===== config.mk =====
export PLATFORM = sky130hd
export DESIGN_NAME = boolean_network_attractor_search
export DESIGN_NICKNAME = d
export VERILOG_FILES = /design/src/rtl/bnas_pkg.sv /design/src/rtl/boolean_network_attractor_search.sv /design/src/rtl/bnas_ram.sv /design/src/rtl/bnas_ctrl.sv /design/src/rtl/bnas_dp.sv
export SDC_FILE = /design/constraint.sdc
export NUM_CORES = 2
export LEC_CHECK = 0
export ABC_AREA = 0
export BUFFER_PORTS_ARGS = -buffer_cell sky130_fd_sc_hd__buf_2
export CAP_MARGIN = 10
export CORE_MARGIN = 2
export CORE_UTILIZATION = 35
export CTS_BUF_LIST = sky130_fd_sc_hd__clkbuf_8
export CTS_CLUSTER_DIAMETER = 30
export CTS_CLUSTER_SIZE = 30
export DETAILED_ROUTE_END_ITERATION = 12
export MAX_ROUTING_LAYER = met4
export PLACE_DENSITY = 0.58
export SYNTH_ARGS = -nofsm -noshare
export SYNTH_HDL_FRONTEND = slang
export SYNTH_SLANG_ARGS = --single-unit

===== constraint.sdc =====
create_clock -name clk_i -period 17.7 [get_ports clk_i]
set_clock_uncertainty 0.1 [all_clocks]
set_input_delay 0.885 -clock clk_i [delete_from_list [all_inputs] [get_ports clk_i]]
set_output_delay 0.885 -clock clk_i [all_outputs]
set_load 0.02 [all_outputs]

===== src/rtl/bnas_pkg.sv =====
// Shared types, constants and the next-state function of the attractor search block.
package bnas_pkg;

  localparam int unsigned NODES       = 8;
  localparam int unsigned FANIN_MAX   = 4;
  localparam int unsigned RULE_KINDS  = 5;
  localparam int unsigned IDX_BITS    = 3;
  localparam int unsigned SLOT_BITS   = 12;
  localparam int unsigned STATE_W     = 8;
  localparam int unsigned STEP_W      = 9;
  localparam int unsigned TOTAL_W     = 32;
  localparam int unsigned NODE_CNT_W  = 4;
  localparam int unsigned FANIN_CNT_W = 3;
  localparam int unsigned WIRING_W    = 48;
  localparam int unsigned CFG_DATA_W  = 48;
  localparam int unsigned CFG_IDX_W   = 2;
  localparam int unsigned STORE_DEPTH = 256;

  typedef enum logic [CFG_IDX_W-1:0] {
    CFG_NODE_COUNT  = 2'd0,
    CFG_FANIN_COUNT = 2'd1,
    CFG_WIRING_LOW  = 2'd2,
    CFG_WIRING_HIGH = 2'd3
  } cfg_reg_e;

  typedef enum logic [1:0] {
    ST_IDLE   = 2'd0,
    ST_RUN    = 2'd1,
    ST_READ   = 2'd2,
    ST_FINISH = 2'd3
  } ctrl_state_e;

  typedef struct packed {
    logic load;
    logic step;
    logic capture;
    logic finish;
  } ctl_t;

  typedef struct packed {
    logic hit;
    logic out_free;
  } stat_t;

  // Applies the synchronous rule once; n and k are already clamped to their legal ranges.
  function automatic logic [STATE_W-1:0] next_state(
    input logic [STATE_W-1:0]       x,
    input logic [NODE_CNT_W-1:0]    n,
    input logic [FANIN_CNT_W-1:0]   k,
    input logic [2*WIRING_W-1:0]    wiring
  );
    logic [STATE_W-1:0]  r;
    logic                v;
    logic                y;
    logic [IDX_BITS-1:0] w;
    r = '0;
    for (int i = 0; i < NODES; i++) begin
      w = wiring[i*SLOT_BITS +: IDX_BITS];
      v = x[w];
      for (int s = 1; s < FANIN_MAX; s++) begin
        w = wiring[i*SLOT_BITS + s*IDX_BITS +: IDX_BITS];
        y = x[w];
        if (s < int'(k)) begin
          case (i % RULE_KINDS)
            0:       v = v | y;
            1:       v = !v && !y;
            2:       v = !v || !y;
            3:       v = v & y;
            default: v = !v && !y;
          endcase
        end
      end
      if (i < int'(n)) begin
        r[i] = v;
      end
    end
    return r;
  endfunction

endpackage


===== src/rtl/boolean_network_attractor_search.sv =====
// Top level of the Boolean network attractor search block.
//
//   Channel   Signals                                   Direction
//   config    cfg_we_i, cfg_index_i, cfg_data_i         in, write only
//   request   in_valid_i/in_ready_o, start_state_i      in
//   result    out_valid_o/out_ready_i, six result ports out
//
// A request makes one next-state evaluation and one visit-map lookup per cycle until a
// visited state repeats, then a registered read of the visit memory; its result is
// registered once the output register is free.
// Reset clears control state and the visit bits; the visit memory needs no clearing pass.
// A finished result waits in the output register while a new request may be accepted.
module boolean_network_attractor_search (
  input  logic                             clk_i,
  input  logic                             rst_ni,
  input  logic                             cfg_we_i,
  input  logic [bnas_pkg::CFG_IDX_W-1:0]   cfg_index_i,
  input  logic [bnas_pkg::CFG_DATA_W-1:0]  cfg_data_i,
  input  logic                             in_valid_i,
  output logic                             in_ready_o,
  input  logic [bnas_pkg::STATE_W-1:0]     start_state_i,
  output logic                             out_valid_o,
  input  logic                             out_ready_i,
  output logic [bnas_pkg::STEP_W-1:0]      steps_to_repeat_o,
  output logic [bnas_pkg::STATE_W-1:0]     cycle_start_o,
  output logic [bnas_pkg::STEP_W-1:0]      cycle_length_o,
  output logic [bnas_pkg::STATE_W-1:0]     step_added_o,
  output logic [bnas_pkg::TOTAL_W-1:0]     total_steps_o,
  output logic [bnas_pkg::TOTAL_W-1:0]     run_count_o
);

  bnas_pkg::ctl_t  ctl;
  bnas_pkg::stat_t stat;

  bnas_ctrl u_ctrl (
    .clk_i     (clk_i),
    .rst_ni    (rst_ni),
    .in_valid_i(in_valid_i),
    .in_ready_o(in_ready_o),
    .stat_i    (stat),
    .ctl_o     (ctl)
  );

  bnas_dp u_dp (
    .clk_i            (clk_i),
    .rst_ni           (rst_ni),
    .cfg_we_i         (cfg_we_i),
    .cfg_index_i      (cfg_index_i),
    .cfg_data_i       (cfg_data_i),
    .start_state_i    (start_state_i),
    .ctl_i            (ctl),
    .stat_o           (stat),
    .out_valid_o      (out_valid_o),
    .out_ready_i      (out_ready_i),
    .steps_to_repeat_o(steps_to_repeat_o),
    .cycle_start_o    (cycle_start_o),
    .cycle_length_o   (cycle_length_o),
    .step_added_o     (step_added_o),
    .total_steps_o    (total_steps_o),
    .run_count_o      (run_count_o)
  );

endmodule


===== src/rtl/bnas_ram.sv =====
// Generic single-write, single-read memory with registered read data.
module bnas_ram #(
  parameter int unsigned WIDTH = 8,
  parameter int unsigned DEPTH = 256
) (
  input  logic                     clk_i,
  input  logic                     we_i,
  input  logic [$clog2(DEPTH)-1:0] waddr_i,
  input  logic [WIDTH-1:0]         wdata_i,
  input  logic [$clog2(DEPTH)-1:0] raddr_i,
  output logic [WIDTH-1:0]         rdata_o
);

  logic [WIDTH-1:0] mem_q [DEPTH];
  logic [WIDTH-1:0] rdata_q;

  always_ff @(posedge clk_i) begin
    if (we_i) begin
      mem_q[waddr_i] <= wdata_i;
    end
    rdata_q <= mem_q[raddr_i];
  end

  assign rdata_o = rdata_q;

endmodule


===== src/rtl/bnas_ctrl.sv =====
// Sequencing state machine of the attractor search block.
module bnas_ctrl (
  input  logic           clk_i,
  input  logic           rst_ni,
  input  logic           in_valid_i,
  output logic           in_ready_o,
  input  bnas_pkg::stat_t stat_i,
  output bnas_pkg::ctl_t  ctl_o
);

  bnas_pkg::ctrl_state_e state_q, state_d;

  always_comb begin
    state_d = state_q;
    unique case (state_q)
      bnas_pkg::ST_IDLE: begin
        if (in_valid_i) state_d = bnas_pkg::ST_RUN;
      end
      bnas_pkg::ST_RUN: begin
        if (stat_i.hit) state_d = bnas_pkg::ST_READ;
      end
      bnas_pkg::ST_READ: begin
        state_d = bnas_pkg::ST_FINISH;
      end
      bnas_pkg::ST_FINISH: begin
        if (stat_i.out_free) state_d = bnas_pkg::ST_IDLE;
      end
      default: state_d = bnas_pkg::ST_IDLE;
    endcase
  end

  always_comb begin
    in_ready_o    = 1'b0;
    ctl_o         = '0;
    unique case (state_q)
      bnas_pkg::ST_IDLE: begin
        in_ready_o = 1'b1;
        ctl_o.load = in_valid_i;
      end
      bnas_pkg::ST_RUN: begin
        ctl_o.step = 1'b1;
      end
      bnas_pkg::ST_READ: begin
        ctl_o.capture = 1'b1;
      end
      bnas_pkg::ST_FINISH: begin
        ctl_o.finish = stat_i.out_free;
      end
      default: begin
        in_ready_o = 1'b0;
      end
    endcase
  end

  always_ff @(posedge clk_i or negedge rst_ni) begin
    if (!rst_ni) begin
      state_q <= bnas_pkg::ST_IDLE;
    end else begin
      state_q <= state_d;
    end
  end

endmodule


===== src/rtl/bnas_dp.sv =====
// Datapath: configuration registers, next-state logic, visit map and result registers.
module bnas_dp (
  input  logic                                clk_i,
  input  logic                                rst_ni,
  input  logic                                cfg_we_i,
  input  logic [bnas_pkg::CFG_IDX_W-1:0]      cfg_index_i,
  input  logic [bnas_pkg::CFG_DATA_W-1:0]     cfg_data_i,
  input  logic [bnas_pkg::STATE_W-1:0]        start_state_i,
  input  bnas_pkg::ctl_t                      ctl_i,
  output bnas_pkg::stat_t                     stat_o,
  output logic                                out_valid_o,
  input  logic                                out_ready_i,
  output logic [bnas_pkg::STEP_W-1:0]         steps_to_repeat_o,
  output logic [bnas_pkg::STATE_W-1:0]        cycle_start_o,
  output logic [bnas_pkg::STEP_W-1:0]         cycle_length_o,
  output logic [bnas_pkg::STATE_W-1:0]        step_added_o,
  output logic [bnas_pkg::TOTAL_W-1:0]        total_steps_o,
  output logic [bnas_pkg::TOTAL_W-1:0]        run_count_o
);

  localparam int unsigned SW = bnas_pkg::STATE_W;
  localparam int unsigned JW = bnas_pkg::STEP_W;
  localparam int unsigned TW = bnas_pkg::TOTAL_W;

  logic [bnas_pkg::NODE_CNT_W-1:0]  node_count_q;
  logic [bnas_pkg::FANIN_CNT_W-1:0] fanin_count_q;
  logic [bnas_pkg::WIRING_W-1:0]    wiring_low_q;
  logic [bnas_pkg::WIRING_W-1:0]    wiring_high_q;

  logic [bnas_pkg::NODE_CNT_W-1:0]  n_eff;
  logic [bnas_pkg::FANIN_CNT_W-1:0] k_eff;
  logic [SW-1:0]                    mask;
  logic [SW-1:0]                    start_masked;
  logic [SW-1:0]                    nx;
  logic [JW-1:0]                    j_next;
  logic                             hit;

  logic [SW-1:0]                    state_q, state_d;
  logic [JW-1:0]                    step_q, step_d;
  logic [bnas_pkg::STORE_DEPTH-1:0] visited_q, visited_d;
  logic [SW-1:0]                    match_q;
  logic [TW-1:0]                    total_q, total_d;
  logic [TW-1:0]                    runs_q, runs_d;
  logic                             out_valid_q, out_valid_d;
  logic [JW-1:0]                    steps_out_q;
  logic [SW-1:0]                    start_out_q;
  logic [JW-1:0]                    length_out_q;
  logic [SW-1:0]                    added_out_q;

  logic                             ram_we;
  logic [SW-1:0]                    ram_waddr;
  logic [SW-1:0]                    ram_wdata;
  logic [SW-1:0]                    ram_rdata;

  logic [SW-1:0]                    added;
  logic [TW:0]                      total_sum;

  always_ff @(posedge clk_i or negedge rst_ni) begin
    if (!rst_ni) begin
      node_count_q  <= bnas_pkg::NODE_CNT_W'(6);
      fanin_count_q <= bnas_pkg::FANIN_CNT_W'(3);
      wiring_low_q  <= '0;
      wiring_high_q <= '0;
    end else if (cfg_we_i) begin
      unique case (bnas_pkg::cfg_reg_e'(cfg_index_i))
        bnas_pkg::CFG_NODE_COUNT:
          node_count_q <= cfg_data_i[bnas_pkg::NODE_CNT_W-1:0];
        bnas_pkg::CFG_FANIN_COUNT:
          fanin_count_q <= cfg_data_i[bnas_pkg::FANIN_CNT_W-1:0];
        bnas_pkg::CFG_WIRING_LOW:
          wiring_low_q <= cfg_data_i[bnas_pkg::WIRING_W-1:0];
        bnas_pkg::CFG_WIRING_HIGH:
          wiring_high_q <= cfg_data_i[bnas_pkg::WIRING_W-1:0];
        default: ;
      endcase
    end
  end

  always_comb begin
    if (node_count_q == '0) begin
      n_eff = bnas_pkg::NODE_CNT_W'(1);
    end else if (node_count_q > bnas_pkg::NODE_CNT_W'(bnas_pkg::NODES)) begin
      n_eff = bnas_pkg::NODE_CNT_W'(bnas_pkg::NODES);
    end else begin
      n_eff = node_count_q;
    end
    if (fanin_count_q == '0) begin
      k_eff = bnas_pkg::FANIN_CNT_W'(1);
    end else if (fanin_count_q > bnas_pkg::FANIN_CNT_W'(bnas_pkg::FANIN_MAX)) begin
      k_eff = bnas_pkg::FANIN_CNT_W'(bnas_pkg::FANIN_MAX);
    end else begin
      k_eff = fanin_count_q;
    end
    for (int i = 0; i < SW; i++) begin
      mask[i] = (i < int'(n_eff));
    end
  end

  assign start_masked = start_state_i & mask;
  assign nx     = bnas_pkg::next_state(state_q, n_eff, k_eff, {wiring_high_q, wiring_low_q});
  assign j_next = step_q + JW'(1);
  assign hit    = visited_q[nx];

  assign ram_we    = ctl_i.load | (ctl_i.step & ~hit);
  assign ram_waddr = ctl_i.load ? start_masked : nx;
  assign ram_wdata = ctl_i.load ? '0 : j_next[SW-1:0];

  bnas_ram #(
    .WIDTH(SW),
    .DEPTH(bnas_pkg::STORE_DEPTH)
  ) u_visit_ram (
    .clk_i  (clk_i),
    .we_i   (ram_we),
    .waddr_i(ram_waddr),
    .wdata_i(ram_wdata),
    .raddr_i(nx),
    .rdata_o(ram_rdata)
  );

  assign added     = SW'(step_q - JW'(1));
  assign total_sum = {1'b0, total_q} + (TW+1)'(added);

  always_comb begin
    state_d     = state_q;
    step_d      = step_q;
    visited_d   = visited_q;
    total_d     = total_q;
    runs_d      = runs_q;
    out_valid_d = out_valid_q & ~out_ready_i;
    if (ctl_i.load) begin
      state_d                 = start_masked;
      step_d                  = '0;
      visited_d               = '0;
      visited_d[start_masked] = 1'b1;
    end
    if (ctl_i.step) begin
      state_d = nx;
      step_d  = j_next;
      if (!hit) begin
        visited_d[nx] = 1'b1;
      end
    end
    if (ctl_i.finish) begin
      out_valid_d = 1'b1;
      total_d     = total_sum[TW] ? '1 : total_sum[TW-1:0];
      runs_d      = (runs_q == '1) ? runs_q : runs_q + TW'(1);
    end
  end

  always_ff @(posedge clk_i or negedge rst_ni) begin
    if (!rst_ni) begin
      state_q     <= '0;
      step_q      <= '0;
      visited_q   <= '0;
      total_q     <= '0;
      runs_q      <= '0;
      out_valid_q <= 1'b0;
    end else begin
      state_q     <= state_d;
      step_q      <= step_d;
      visited_q   <= visited_d;
      total_q     <= total_d;
      runs_q      <= runs_d;
      out_valid_q <= out_valid_d;
    end
  end

  always_ff @(posedge clk_i) begin
    if (ctl_i.capture) begin
      match_q <= ram_rdata;
    end
    if (ctl_i.finish) begin
      steps_out_q  <= step_q;
      start_out_q  <= match_q;
      length_out_q <= step_q - {1'b0, match_q};
      added_out_q  <= added;
    end
  end

  assign stat_o.hit      = hit;
  assign stat_o.out_free = ~out_valid_q | out_ready_i;

  assign out_valid_o       = out_valid_q;
  assign steps_to_repeat_o = steps_out_q;
  assign cycle_start_o     = start_out_q;
  assign cycle_length_o    = length_out_q;
  assign step_added_o      = added_out_q;
  assign total_steps_o     = total_q;
  assign run_count_o       = runs_q;

endmodule


# After elaboration in Yosys (flattened, before gate mapping)
# Memory sizes are Yosys's and may differ from the RTL's. A register that Yosys moved wholly into a read port is not among the register bits.
# Cells that the tools add are included.
# word_totals
inputBits	63
reg_bits	485
out_inout_bits	100
memories	1
latchBits	0
mem_bits_rw	2048
romBits	0
# mem_list
name	words	width	read_ports	rd_clocked_by_memory_dff	write_ports	line	text
u_dp.u_visit_ram.mem_q	256	8	1	1	1	bnas_ram.sv:14	logic [WIDTH-1:0] mem_q [DEPTH];
# op_classes
bitwise_logic	19
eq_ne	10
add_sub_neg	5
n_lt_le_gt_ge	49
n_reduce_logical	58
shift	0
n_mul	0
n_div	0
n_mux	128
# ops
cell	n
2-to-1 mux 256 bit	3
OR 256 bit	1
less-than comparator 3 x 4 -> 1 bit, second input constant	32
binary-select mux 1 bit (select 3 bit)	32
2-to-1 mux 1 bit	75
adder 32 x 8 -> 33 bit	1
adder 32 x 1 -> 32 bit, second input constant	1
equality test 32 bit, second input constant	1
2-to-1 mux 32 bit	1
2-to-1 mux 8 bit	4
zero test 1 bit	30
less-than comparator 8 x 9 -> 1 bit, second input constant	2
2-to-1 mux 9 bit	2
demux 1 bit (select 8 bit)	2
>= comparator 8 x 1 -> 1 bit, second input constant	2
less-than comparator 3 x 4 -> 1 bit, first input constant	4
logical AND 1 bit	11
AND reduction 2 bit	5
adder 9 x 1 -> 9 bit, second input constant	1
subtractor 9 x 8 -> 9 bit	1
bitwise AND 8 bit	1
binary-select mux 1 bit (select 8 bit)	1
equality test 2 bit, second input constant	4
less-than comparator 1 x 4 -> 1 bit, first input constant	2
22 further kinds	50

# Longest topological paths before layout
# depth
ltp_word	19
mapped_depth	23

# By module
# A second synthesis with hierarchy kept.
# unflattened
hier_cells	6266
area_unflattened_um2	105854.0
# modules_own_cells
module	seq_area_each_um2	cells_per_inst	area_each_um2	n_inst
bnas_ram	61659.1	3733	79556.3	1
bnas_dp	12301.8	2516	26130.1	1
bnas_ctrl	50.0	17	167.7	1

# Worst setup path before layout
# Ideal clock, no wire load.
# synth_path
kind	input to register
start	in in_valid_i
end	mem u_dp.u_visit_ram.mem_q[0][7], data pin
path_slack_ns	8.868
setup_time_ns	1.388
path_stages	4
t_arrival_ns	7.343
cell_sequence	and2_1 -> clkbuf_1 -> clkbuf_1 -> nor2_1
# synth_via
elab_chain_len	2
# synth_lines
element	line	text
from (decl)	boolean_network_attractor_search.sv:19	input logic in_valid_i,
2-to-1 mux 1 bit	bnas_ctrl.sv:35	unique case (state_q)
2-to-1 mux 8 bit	bnas_dp.sv:106	assign ram_wdata = ctl_i.load ? '0 : j_next[SW-1:0];
net u_dp.ram_wdata[7]	bnas_dp.sv:52	logic [SW-1:0] ram_wdata;
to (decl)	bnas_ram.sv:14	
# The timed path passes the listed nets, and every way through them passes these cells.

# Worst setup path in the final report
# layout_path
start	reg u_dp.state_q[0]
end	mem u_dp.u_visit_ram.mem_q[140][2], enable pin
# layout_via
elab_chain_len	19
word_cells_on_any_way	158
# layout_lines
element	line	text
from (decl)	bnas_dp.sv:38	logic [SW-1:0] state_q, state_d;
from (signal assigned)	bnas_dp.sv:159	state_q <= state_d;
binary-select mux 1 bit (select 3 bit) (on tied branches)	bnas_pkg.sv:59, bnas_pkg.sv:62	
2-to-1 mux 1 bit (on tied branches)	bnas_pkg.sv:59, bnas_pkg.sv:62	
zero test 1 bit (on tied branches)	bnas_pkg.sv:66, bnas_pkg.sv:67, bnas_pkg.sv:69	
logical AND 1 bit, or another cell as far along	bnas_pkg.sv:66	1: v = !v && !y;
2-to-1 mux 1 bit	bnas_pkg.sv:63	if (s < int'(k)) begin
zero test 1 bit (on tied branches)	bnas_pkg.sv:66, bnas_pkg.sv:67, bnas_pkg.sv:69	
logical AND 1 bit, or another cell as far along	bnas_pkg.sv:66	
2-to-1 mux 1 bit	bnas_pkg.sv:63	
(+3 left out)	-	
2-to-1 mux 1 bit	bnas_pkg.sv:73	if (i < int'(n)) begin
binary-select mux 1 bit (select 8 bit)	bnas_dp.sv:102	assign hit = visited_q[nx];
2-to-1 mux 1 bit (implied by the code)	bnas_dp.sv:102	
inverter 1 bit	bnas_dp.sv:104	assign ram_we = ctl_i.load | (ctl_i.step & ~hit);
bitwise AND 1 bit	bnas_dp.sv:104	
OR 1 bit	bnas_dp.sv:104	
2-to-1 mux 1 bit	bnas_ram.sv:18	if (we_i) begin
2-to-1 mux 1 bit (implied by the code)	bnas_ram.sv:19	mem_q[waddr_i] <= wdata_i;
# Parallel ways exist; a longest one is shown, timed or not. The select of a mux whose other input is x is not followed.

==> results.sh <==
export IMPL_reg2reg_depth=15
export IMPL_die_area_um2=317000
export IMPL_synth_avg_cell_area_um2=12.2
export IMPL_synth_top_cell_area_share_pct=57.4
export IMPL_endpoint_kind="flip-flop"
export IMPL_wl_per_cell_um=25.6
export IMPL_wl_mm=351
export IMPL_hold_depth=3
export IMPL_p_int_uw=13400
export IMPL_synth_seq_cells=2541
export IMPL_synth_warning_count=0
export IMPL_ys_top_cells_by_area="edfxtp_1 (57%), dfrtp_1 (10%), nand2_1 (8.0%), nand3_1 (3.7%), and3_1 (2.0%)"
export IMPL_clkTransAtPathRegs_ps=70
export IMPL_use_met2_pct=33.3
export IMPL_remaining_drc_errors=0
export IMPL_worstMarginPinSlew_ps=1370
export IMPL_core_area_um2=311000
export IMPL_netSwitchingFraction_pct=43.9
export IMPL_drtIter0Drc=10500
export IMPL_netlist_instances=8931
export IMPL_peakVddDrop_mv=0.202
export IMPL_finalHoldViolCount=0
export IMPL_period_needed_ps=9470
export IMPL_worstSetupPathType="flip-flop to flip-flop"
export IMPL_netlist_area_um2=109000
export IMPL_rsz0062_at_grt="false"
export IMPL_dp_hpwl_mm=205
export IMPL_track_usage_pct=22.1
export IMPL_fin_setup_tns_ps=0
export IMPL_power_net_switching_uw=10500
export IMPL_synth_top_cell_by_area="edfxtp_1"
export IMPL_cts_resized=0
export IMPL_grt_use_met3_pct=4.69
export IMPL_slew_headroom_pct=8.64
export IMPL_io_pins=163
export IMPL_pwr_share_clk_pct=28.0
export IMPL_die_w_um=563
export IMPL_ctsHoldBuffers=50
export IMPL_synthFlopType="edfxtp_1"
export IMPL_die_y_um=563
export IMPL_cp_max_fo=65
export IMPL_grt_max_degree=177
export IMPL_p_leak_uw=0.0461
export IMPL_cts_sinks=2541
export IMPL_htree_levels=5
export IMPL_syn_nets=9019
export IMPL_gp_congestion=0.908
export IMPL_ant_nets=0
export IMPL_clk_latency_ps=1180
export IMPL_grt_pass1_vias=76300
export IMPL_outcome="finished clean"
export IMPL_antenna_found_initial=14
export IMPL_drt_vias_per_instance=5.71
export IMPL_cts_tree="built"
export IMPL_p_comb_share_pct=41.1
export IMPL_async_reset_ff_share_pct=17.4
export IMPL_synth_edf_count=2090
export IMPL_cap_violations=0
export IMPL_numPortBuffers=162
export IMPL_fmax_mhz=106
export IMPL_overflow=0
export IMPL_cts_root_buffer="clkbuf_8"
export IMPL_p_seq_share_pct=30.9
export IMPL_start_util_pct=35.1
export IMPL_drive_above_1_share_pct=15.1
export IMPL_critPathLaunchType="flip-flop"
export IMPL_nNetsFinal=9208
export IMPL_fin_crit_sh_pct=53.5
export IMPL_worst_hold_path_type="primary input to flip-flop"
export IMPL_vias=78100
export IMPL_rows=205
export IMPL_final_max_slew_violation_count=0
export IMPL_met1_usage_pct=29.0
export IMPL_synth_distinct_cells=76
export IMPL_synth_seq_area_share_pct=67.7
export IMPL_drtPass1Iterations=6
export IMPL_ctsLongestPathBuffers=4
export IMPL_p_per_area_nw_per_um2=190
export IMPL_setup_violations=0
export IMPL_cts_inserted_buffers=490
export IMPL_grt_pass1_wl_mm=511
export IMPL_grt_busiest_layer="met2"
export IMPL_arrival_ps=10100
export IMPL_cp_required_ps=18330
export IMPL_final_util_pct=40.4
export IMPL_area_delta_synth_final_pct=15.1
export IMPL_cts_setup_buffers=0
## through the flow
stage,cell area [um^2],power [uW],worst slack [ps],std cells,hold WS (ps)
detailed placement,114000,17100,8520,12700,342
global route,126000,24800,7840,13700,98.5
CTS,126000,23800,8410,13700,20.6
finish,126000,23900,8230,13700,142
global placement,114000,17000,8640,12700,343
floorplan,109000,13600,8870,8931,286
## per-layer routing
layer	up-vias	share of wire, %
met3	738	9.9
met4	0	4.1
met1	39200	41
met2	4329	46
li1	33800	-
met5	-	0
## layout make-up
| class | instances | area (um^2) |
|---|---|---|
| clock inverters | 402 | 4440 |
| fillers | 29100 | 185000 |
| inverters | 31 | 116 |
| clock buffers | 507 | 6980 |
| diodes | 6 | 15.0 |
| flip-flops and latches | 2541 | 74000 |
| multi-input cells | 5617 | 32000 |
| well taps | 4140 | 5180 |
| repair buffers | 439 | 3140 |
## power by group through the flow
stage	Sequential (uW)	Combinational, uW	Clock [uW]
after global placement	7490	9550	0
after floorplan	7530	6020	0
after detailed placement	7500	9620	0
after global routing	7410	10400	7060
final	7390	9830	6690
after CTS	7380	9660	6780
## path summary, 6_finish.rpt
check	start	endpoint	slack, ps
min reg2reg	u_dp.match_q[7]	u_dp.cycle_start_o[7]	360
max reg2reg	u_dp.state_q[0]	u_dp.u_visit_ram.mem_q[140][2]	8230
min	out_ready_i	u_dp.out_valid_o	140
min in group asynchronous	rst_ni	u_dp.wiring_low_q[13]	350
max in group asynchronous	rst_ni	u_dp.total_steps_o[28]	14740
max	u_dp.state_q[0]	u_dp.u_visit_ram.mem_q[140][2]	8230
## cells in the mapped netlist, types with 77 or more instances
library cell,count
nor3_1,215
dfrtp_1,439
a311o_1,77
nor2_1,154
and3_1,349
edfxtp_1,2090
a311oi_1,223
buf_2,303
o31ai_1,260
nand2_1,2337
mux2_2,112
a31oi_1,132
mux2i_1,98
clkbuf_1,334
a22oi_1,261
nand3_1,799
a211oi_1,125
## state kept, by name, indices dropped and copies added, names as in the netlist
name / flops
u_dp.run_count_o: 32
u_dp.wiring_high_q: 48
u_dp.fanin_count_q: 3
u_dp.step_added_o: 8
u_dp.cycle_length_o: 9
u_dp.cycle_start_o: 8
u_dp.out_valid_o: 1
u_dp.steps_to_repeat_o: 9
u_dp.total_steps_o: 32
u_dp.u_visit_ram.rdata_o: 8
u_dp.u_visit_ram.mem_q: 2048
u_dp.node_count_q: 4
u_ctrl.state_q: 2
u_dp.visited_q: 256
u_dp.state_q: 8
u_dp.step_q: 9
u_dp.match_q: 8
u_dp.wiring_low_q: 48
## critical path, cell delays in order, from the launching register on
cell and delay, ps:
dfrtp_1 1100, mux4_2 410, mux2i_1 100, a221o_1 410, o2111ai_1 910, and2_4 710, buf_4 700, a311oi_1 200
o2111ai_1 240, o2111ai_1 150, a2111oi_0 690, and4_1 750, a31oi_4 320, buf_4 510, buf_4 590, nor3_1 1020
## layout by cell type (no fill, tap or decap), types with 20 or more instances in the layout
cell / Yosys / routed
inv_6: 0 / 35
clkinv_1: 1 / 56
nand2_1: 2337 / 2332
bufinv_16: 0 / 79
a21oi_1: 62 / 60
clkinvlp_4: 0 / 55
nand3_1: 799 / 797
nor3_1: 215 / 213
a311oi_1: 223 / 223
clkinv_4: 0 / 52
nand4_1: 20 / 20
dfrtp_1: 439 / 439
nor2_1: 154 / 144
and3_1: 349 / 348
clkinv_2: 0 / 69
xnor2_1: 45 / 45
o21ai_0: 38 / 38
xor2_1: 28 / 28
clkbuf_8: 0 / 507
ha_1: 23 / 23
mux2_2: 112 / 112
dlygate4sd3_1: 0 / 50
a211oi_1: 125 / 119
edfxtp_1: 2090 / 2090
o31ai_1: 260 / 258
buf_4: 61 / 204
inv_1: 30 / 70
mux4_2: 60 / 60
mux2i_1: 98 / 98
buf_2: 303 / 170
a22oi_1: 261 / 261
a311o_1: 77 / 77
a31oi_1: 132 / 131
## kinds of logic after synthesis
| logic type | after synthesis | share of synthesized area (%) |
|---|---|---|
| mux | 270 | 3.29 |
| flops | 2541 | 67.7 |
| simple gates | 3962 | 15.9 |
| compound gates | 1287 | 8.99 |
| fa+ha+maj | 25 | 0.300 |
| buf+inv | 773 | 3.30 |
| xor+xnor | 73 | 0.585 |
No activity file was read; power rests on OpenSTA's default activity.
